### src/rtl/core/cit_pkg.sv
// Package for the countdown interval timer: item and result beat types,
// request and register codes, control bit positions, counter width.
// No dependencies.
`default_nettype none

package cit_pkg;

  localparam int unsigned CounterWidth = 32;
  localparam int unsigned DataWidth    = 32;

  typedef enum logic [1:0] {
    REQ_TICK  = 2'd0,
    REQ_READ  = 2'd1,
    REQ_WRITE = 2'd2
  } req_e;

  typedef enum logic [1:0] {
    REG_STATUS   = 2'd0,
    REG_CONTROL  = 2'd1,
    REG_PERIOD   = 2'd2,
    REG_SNAPSHOT = 2'd3
  } reg_e;

  localparam int unsigned CtlIrqEnBit = 0;
  localparam int unsigned CtlContBit  = 1;
  localparam int unsigned CtlStartBit = 2;
  localparam int unsigned CtlStopBit  = 3;

  typedef logic [CounterWidth-1:0] cnt_t;

  typedef struct packed {
    logic [1:0]           req_type;
    logic [1:0]           reg_index;
    logic [DataWidth-1:0] write_data;
  } item_t;

  typedef struct packed {
    logic [DataWidth-1:0] read_data;
    logic                 irq_out;
  } result_t;

endpackage

`default_nettype wire

### src/rtl/core/cit_core.sv
// Timer state and per-beat update logic: applies one item to the state
// and forms its result. Depends on cit_pkg.
`default_nettype none

module cit_core
  import cit_pkg::*;
(
  input  wire logic    clk_i,
  input  wire logic    rst_ni,
  input  wire logic    fire_i,
  input  wire item_t   item_i,
  output      result_t res_o
);

  logic timeout_q, timeout_d;
  logic running_q, running_d;
  logic irq_en_q,  irq_en_d;
  logic cont_q,    cont_d;
  cnt_t period_q,  period_d;
  cnt_t count_q,   count_d;
  logic [DataWidth-1:0] rd;

  always_comb begin
    timeout_d = timeout_q;
    running_d = running_q;
    irq_en_d  = irq_en_q;
    cont_d    = cont_q;
    period_d  = period_q;
    count_d   = count_q;
    rd        = '0;
    if (fire_i) begin
      case (item_i.req_type)
        REQ_TICK: begin
          if (running_q) begin
            if (count_q <= CounterWidth'(1)) begin
              timeout_d = 1'b1;
              if (cont_q) begin
                count_d = period_q;
              end else begin
                count_d   = '0;
                running_d = 1'b0;
              end
            end else begin
              count_d = count_q - CounterWidth'(1);
            end
          end
        end
        REQ_READ: begin
          unique case (item_i.reg_index)
            REG_STATUS:   rd = DataWidth'({running_q, timeout_q});
            REG_CONTROL:  rd = DataWidth'({cont_q, irq_en_q});
            REG_PERIOD:   rd = DataWidth'(period_q);
            REG_SNAPSHOT: rd = DataWidth'(count_q);
            default:      rd = '0;
          endcase
        end
        REQ_WRITE: begin
          unique case (item_i.reg_index)
            REG_STATUS: timeout_d = 1'b0;
            REG_CONTROL: begin
              irq_en_d = item_i.write_data[CtlIrqEnBit];
              cont_d   = item_i.write_data[CtlContBit];
              // stop wins over start
              if (item_i.write_data[CtlStopBit]) begin
                running_d = 1'b0;
              end else if (item_i.write_data[CtlStartBit]) begin
                count_d   = period_q;
                running_d = 1'b1;
              end
            end
            REG_PERIOD:   period_d = CounterWidth'(item_i.write_data);
            REG_SNAPSHOT: ;
            default: ;
          endcase
        end
        default: ;
      endcase
    end
    res_o.read_data = rd;
    res_o.irq_out   = timeout_d & irq_en_d;
  end

  always_ff @(posedge clk_i or negedge rst_ni) begin
    if (!rst_ni) begin
      timeout_q <= 1'b0;
      running_q <= 1'b0;
      irq_en_q  <= 1'b0;
      cont_q    <= 1'b0;
      period_q  <= '0;
      count_q   <= '0;
    end else begin
      timeout_q <= timeout_d;
      running_q <= running_d;
      irq_en_q  <= irq_en_d;
      cont_q    <= cont_d;
      period_q  <= period_d;
      count_q   <= count_d;
    end
  end

`ifndef SYNTHESIS
  a_timeout_rise_on_tick: assert property (@(posedge clk_i) disable iff (!rst_ni)
    $rose(timeout_q) |-> $past(fire_i && item_i.req_type == REQ_TICK))
    else $error("timeout set without a tick");

  a_count_holds_when_idle: assert property (@(posedge clk_i) disable iff (!rst_ni)
    !fire_i |=> $stable(count_q) && $stable(period_q) && $stable(running_q))
    else $error("timer state moved without a beat");

  a_stop_has_cause: assert property (@(posedge clk_i) disable iff (!rst_ni)
    $fell(running_q) |-> $past(fire_i && (item_i.req_type == REQ_TICK ||
      (item_i.req_type == REQ_WRITE && item_i.reg_index == REG_CONTROL))))
    else $error("timer stopped without a tick or control write");
`endif

endmodule

`default_nettype wire

### src/rtl/core/countdown_interval_timer_top.sv
// An accepted beat sits in the input register; its result then loads the output register.
// Throughput: one beat per cycle while out_stall_i is low, set by the single cit_core pass.
// While a result waits in the output register, the input register takes one beat, then stalls.
// Reset (rst_ni low, asynchronous) clears all timer state and both register valids.
// Top level of the countdown interval timer; depends on cit_pkg and cit_core.
`default_nettype none

module countdown_interval_timer_top
  import cit_pkg::*;
(
  input  wire logic    clk_i,
  input  wire logic    rst_ni,
  // request channel
  input  wire logic    in_valid_i,
  output      logic    in_stall_o,
  input  wire item_t   in_item_i,
  // result channel
  output      logic    out_valid_o,
  input  wire logic    out_stall_i,
  output      result_t out_item_o
);

  // Input register: holds one accepted beat until the output side frees up.
  logic    in_valid_q, in_valid_d;
  item_t   in_item_q;
  // Output register: holds the result until the sink takes it.
  logic    out_valid_q, out_valid_d;
  result_t out_item_q;
  result_t res;
  logic    out_free;
  logic    fire;
  logic    in_take;

  // The output register can load when empty or when its beat leaves now.
  assign out_free = !out_valid_q || !out_stall_i;
  // Apply the held beat to the timer state exactly once, as it moves out.
  assign fire     = in_valid_q && out_free;
  // Stall only when the input register is full and cannot drain this cycle.
  assign in_stall_o = in_valid_q && !out_free;
  assign in_take    = in_valid_i && !in_stall_o;

  always_comb begin
    in_valid_d = in_valid_q;
    if (in_take) begin
      in_valid_d = 1'b1;
    end else if (fire) begin
      in_valid_d = 1'b0;
    end
    out_valid_d = out_valid_q && out_stall_i;
    if (fire) begin
      out_valid_d = 1'b1;
    end
  end

  always_ff @(posedge clk_i or negedge rst_ni) begin
    if (!rst_ni) begin
      in_valid_q  <= 1'b0;
      out_valid_q <= 1'b0;
    end else begin
      in_valid_q  <= in_valid_d;
      out_valid_q <= out_valid_d;
    end
  end

  // Payload registers: load on handshake, hold otherwise.
  always_ff @(posedge clk_i) begin
    if (in_take) begin
      in_item_q <= in_item_i;
    end
    if (fire) begin
      out_item_q <= res;
    end
  end

  cit_core u_core (
    .clk_i  (clk_i),
    .rst_ni (rst_ni),
    .fire_i (fire),
    .item_i (in_item_q),
    .res_o  (res)
  );

  assign out_valid_o = out_valid_q;
  assign out_item_o  = out_item_q;

endmodule

`default_nettype wire

### config.mk
export PLATFORM = sky130hd
export DESIGN_NAME = countdown_interval_timer_top
export DESIGN_NICKNAME = d
export VERILOG_FILES = /design/src/rtl/core/cit_pkg.sv /design/src/rtl/core/cit_core.sv /design/src/rtl/core/countdown_interval_timer_top.sv
export SDC_FILE = /design/constraint.sdc
export NUM_CORES = 1
export LEC_CHECK = 0
export BUFFER_PORTS_ARGS = -buffer_cell sky130_fd_sc_hd__buf_2
export CAP_MARGIN = 15
export CORE_UTILIZATION = 57
export DETAILED_ROUTE_END_ITERATION = 16
export PLACE_DENSITY = 0.8
export SYNTH_ARGS = -nofsm -noshare
export SYNTH_HDL_FRONTEND = slang
export SYNTH_HIERARCHICAL = 1
export SYNTH_SLANG_ARGS = --single-unit
### constraint.sdc
create_clock -name clk_i -period 9.1 [get_ports clk_i]
set_clock_uncertainty 0.1 [all_clocks]
set_input_delay 0.91 -clock clk_i [delete_from_list [all_inputs] [get_ports clk_i]]
set_output_delay 0.91 -clock clk_i [all_outputs]
set_load 0.02 [all_outputs]
**After elaboration in Yosys (flattened, before gate mapping)**

Index checks and enable logic that the tools add are counted.

- Register bits: 139
- Input port bits: 40
- Output and inout bits: 35
- Word-level logic and storage cells: 69

- Add/sub/neg operators: 1
- Magnitude comparators: 1
- Equal/unequal tests: 10
- Multiplexer cells: 26
- Bitwise operators: 1
- Reductions and logical operators: 17

Operator list:

| kind | count |
|---|---|
| $mux 32 | 6 |
| $pmux 32 s4 | 1 |
| $pmux 32 s2 | 1 |
| $le 32x1->1 const B | 1 |
| $sub 32x1->32 const B | 1 |
| $mux 1 | 16 |
| $eq 2x2->1 const B | 3 |
| $reduce_and 3->1 | 2 |
| $reduce_and 6->1 | 1 |
| $eq 2x1->1 const B | 2 |
| $logic_and 1x1->1 | 4 |
| $logic_not 1->1 | 4 |
| $logic_not 2->1 | 2 |
| $ne 2x1->1 const B | 2 |
| $ne 2x2->1 const B | 2 |
| $pmux 1 s2 | 2 |
| $reduce_and 4->1 | 1 |
| $reduce_bool 2->1 | 2 |
| $ne 3x3->1 const B | 1 |
| $and 1x1->1 | 1 |
| $logic_or 1x1->1 | 1 |

**Depth between registers and ports, before layout**

- Depth in word-level cells: 7
- Gate-level depth with buffers: 10
- Mapped depth without buffers: 8

**Cells and area by module**

Netlist, hierarchy kept.

Modules (own cells, without submodules):

| module | instances | cells an instance | area each (µm²) | sequential area each (µm²) |
|---|---|---|---|---|
| cit_core | 1 | 419 | 4052.6 | 1701.6 |
| countdown_interval_timer_top | 1 | 77 | 2164.6 | 2122.0 |

**Worst setup path before layout**

No wires, ideal clock.

- Path kind: input port to flip-flop
- Start point: in out_stall_i
- End point: reg u_core.count_q[17]
- Library setup time: 0.120 ns
- Data arrival time: 5.143 ns
- Required time: 8.880 ns
- Path slack: 3.737 ns
- Cell stages on the path: 8
- Path buffers: 1
- Cells stage by stage: a21boi_0 -> nor2b_1 -> o21ai_0 -> nor2_1 -> clkbuf_1 -> o211ai_1 -> a32o_1 -> a31o_2

- Cells in the longest elaborated chain, start to end: 4

RTL lines:

| what | RTL line | text |
|---|---|---|
| from (decl) | countdown_interval_timer_top.sv:19 | `input wire logic out_stall_i,` |
| $logic_not 1->1 | countdown_interval_timer_top.sv:35 | `assign out_free = !out_valid_q \|\| !out_stall_i;` |
| $logic_or 1x1->1 | countdown_interval_timer_top.sv:35 |  |
| $logic_and 1x1->1 | countdown_interval_timer_top.sv:37 | `assign fire = in_valid_q && out_free;` |
| $reduce_and 6->1 (no source line) | - |  |
| to (signal assigned) | cit_core.sv:97 | `count_q <= count_d;` |
| to (decl) | cit_core.sv:20 | `cnt_t count_q, count_d;` |

No other way between the ends.
A chain may end at the register's enable or synchronous reset.

**Worst setup path in the final report**

- Start point: in out_stall_i
- End point: reg u_core.count_q[20]

- Cells in the longest elaborated chain, start to end: 4

RTL lines:

| what | RTL line | text |
|---|---|---|
| $logic_not 1->1 | countdown_interval_timer_top.sv:35 |  |
| $logic_or 1x1->1 | countdown_interval_timer_top.sv:35 |  |
| $logic_and 1x1->1 | countdown_interval_timer_top.sv:37 |  |
| net fire | countdown_interval_timer_top.sv:31 | `logic fire;` |
| $reduce_and 6->1 (no source line) | - |  |

The timed path passes the listed nets, and every way through them passes these cells.

==> results.toml <==
[outcome]
status = "complete, no violations"

[setup_path]
path_max_fanout = 38
crit_type = "input pin to register"
crit_required_ns = 9.45
arrival_ns = 3.88
cp-end-kind = "register"
critPathLaunchType = "input pin"

[yosys]
syn_area_sq_um = 6220
avgSynthCellArea_sq_um = 12.5
synth-edff-count = 69
synth_async_sr_flop_share = 0.504
yosys_warnings = 6
synth-seq-area-share = 0.615
synth_nets = 538
syn_inst = 496
synth-main-ff-cell = "dfrtp_1"
synth_cell_types = 58
synth-seq-cells = 139

[timing]
setup_ws_ns = 5.58
final_hold_viol_count = 0
fin_crit_ns = 3.52
fin_tns_setup_ns = 0
maxSlewViolCount = 0
tightest_slew_ns = 1.09
setup_viol = 0
rsz0062_at_grt = "false"
period_share = 0.387
fmax_ghz = 0.284
max_slew_margin = 0.275

[hold_path]
hold_class = "register to register"

[detailed_routing]
drtIter0Drc = 369
wire_per_inst_microns = 19.3
ant_nets = 0
drt_first_pass_iters = 5
wirelength_mm = 13.9
drc = 0
vias = 4371
viasPerCell = 6.09

[placement]
port_buffers = 74
gp_congestion = 0.862
hpwl_mm = 8.79
pre_cts_slack_ns = 5.09

[global_route]
overflow = 0
grt_pass1_vias = 4446
grt_pass1_wl_mm = 22.5
antenna_found_initial = 0
grt_start_max_net_pins = 71
grtUsageTotal = 0.266

[run]
maxCapViolations = 0

[cts]
cts_max_level = 4
insertion_delay_ns = 0.53
cts_setup_buffers = 0
cts_root_buf = "clkbuf_8"
hold_buffers = 0
tritoncts = "yes"
clkTransAtPathRegs_ns = 0.06
post_cts_resized = 0
clock-sinks = 139
cts_buffers = 17
ctsLongestPathBuffers = 2

[cells_and_area]
diodes = 0
syn_to_final_growth_pct = 16.8
nets = 611
drive_gt1_frac = 0.270
layout_common_cells = "74 x buf_2, 70 x dfrtp_1, 69 x edfxtp_1, 57 x nor2_1, 34 x mux2_2"
final_common_cell = "buf_2"

[floorplanning]
die_area_sq_um = 11300
core-area_sq_um = 10500
start_util = 0.594
die_h_microns = 106
die_w_microns = 106
pin_count = 75
rows = 37

[pwr]
power_density_nw_per_um2 = 239
irDropWorstVdd_uv = 186
cellLeakagePower_nw = 2.94
[critical path, stage by stage]
cell	delay, ns
buf_2	0.13
a21boi_4	0.11
buf_4	0.43
nor2b_1	0.40
o221ai_1	0.19
buf_4	0.26
nor3_1	0.21
a21o_1	0.87
a22oi_1	0.21
o21ai_1	0.11
[final cells by class]
type,instances,area (sq um)
Timing Repair Buffer,82,430
Clock buffer,25,474
Inverter,5,18.8
Fill cell,772,3200
Tap cell,136,170
Sequential cell,139,3820
Multi-Input combinational cell,324,2280
Clock inverter,7,67.6
[Yosys cell counts (2+ instances only)]
library cell / n / area (sq um)
a211o_1: 4 / 35.0
a21boi_0: 2 / 15.0
a21oi_1: 9 / 45.0
a221o_1: 17 / 170
a22oi_1: 3 / 22.5
a2bb2oi_1: 3 / 26.3
a31oi_1: 4 / 25.0
and2_1: 4 / 25.0
and3_1: 2 / 12.5
buf_2: 2 / 10.0
clkbuf_1: 25 / 93.8
dfrtp_1: 70 / 1750
edfxtp_1: 69 / 2070
ha_1: 2 / 25.0
inv_1: 5 / 18.8
mux2_2: 34 / 383
mux2i_1: 30 / 300
mux4_2: 2 / 45.0
nand2_1: 32 / 120
nand2b_1: 6 / 37.5
nand3_1: 5 / 25.0
nand4_1: 2 / 12.5
nand4b_1: 3 / 26.3
nor2_1: 57 / 214
nor2b_1: 7 / 43.8
nor3_1: 22 / 110
nor4_1: 7 / 43.8
o211a_1: 2 / 20.0
o211ai_1: 4 / 30.0
o21ai_0: 17 / 85.1
o21ai_1: 3 / 15.0
o311a_1: 4 / 40.0
o31ai_1: 3 / 22.5
or2_2: 2 / 12.5
or3_1: 7 / 43.8
or4_1: 4 / 30.0
[through the flow]
stage / cells / cell area [sq um] / power (mW) / hold WS (ns) / util
2_1_floorplan: 496 / 6220 / 1.02 / 0.354 / -
3_3_place_gp: 686 / 6720 / 1.10 / 0.357 / 0.642
3_5_place_dp: 686 / 6720 / 1.11 / 0.365 / 0.642
4_1_cts: 718 / 7260 / 1.74 / 0.381 / 0.694
5_1_grt: 718 / 7260 / 1.81 / 0.385 / 0.694
6_report: 718 / 7260 / 1.73 / 0.377 / 0.694
[power by group]
part	switching (mW)	leakage (nW)	internal (mW)	total, mW
clock network	0.246	0.258	0.383	0.628
logic	0.131	1.17	0.119	0.250
registers	0.0967	1.51	0.760	0.856
total	0.473	2.94	1.26	1.73
[sequential cells by signal (all words and copies together) (netlist names)]
name	flops
u_core/period_q	32
out_item_o	33
u_core/irq_en_q	1
in_item_q	36
u_core/timeout_q	1
u_core/running_q	1
u_core/cont_q	1
out_valid_o	1
in_valid_q	1
u_core/count_q	32
[cells by family (layout without fill, tap and decap cells)]
group / count (synthesis) / after routing / synth area share
AO/OA/AOI/OAI: 87 / 87 / 0.106
buffers and inverters: 33 / 119 / 0.0215
flip-flops: 139 / 139 / 0.615
multiplexers: 66 / 66 / 0.117
AND/OR/NAND/NOR: 169 / 169 / 0.136
adder cells (fa/ha/maj): 2 / 2 / 0.00402
[layer usage]
layer | vias up | track usage | wire length (microns)
met4 | 0 | 0.109 | 275
met1 | 2152 | 0.348 | 6030
met3 | 24 | 0.0638 | 790
met2 | 169 | 0.429 | 6790
met5 | - | 0 | 0
li1 | 2026 | - | -
[final timing paths]
| kind | slack, ns | start | to | cells after the start |
|---|---|---|---|---|
| setup / recovery | 5.58 | out_stall_i | u_core/count_q[20]$_DFFE_PN0P_ | 10 |
| hold / removal | 0.38 | in_item_q[16]$_DFFE_PP_ | u_core/period_q[16]$_DFFE_PN0P_ | 1 |
| max in group asynchronous | 7.78 | rst_ni | u_core/period_q[10]$_DFFE_PN0P_ | 2 |
| min in group asynchronous | 0.47 | rst_ni | u_core/period_q[23]$_DFFE_PN0P_ | 2 |
| hold reg to reg | 0.38 | in_item_q[16]$_DFFE_PP_ | u_core/period_q[16]$_DFFE_PN0P_ | 1 |
| setup reg to reg | 5.60 | out_valid_o$_DFF_PN0_ | u_core/count_q[20]$_DFFE_PN0P_ | 9 |
(Power assumes the default switching activity.)
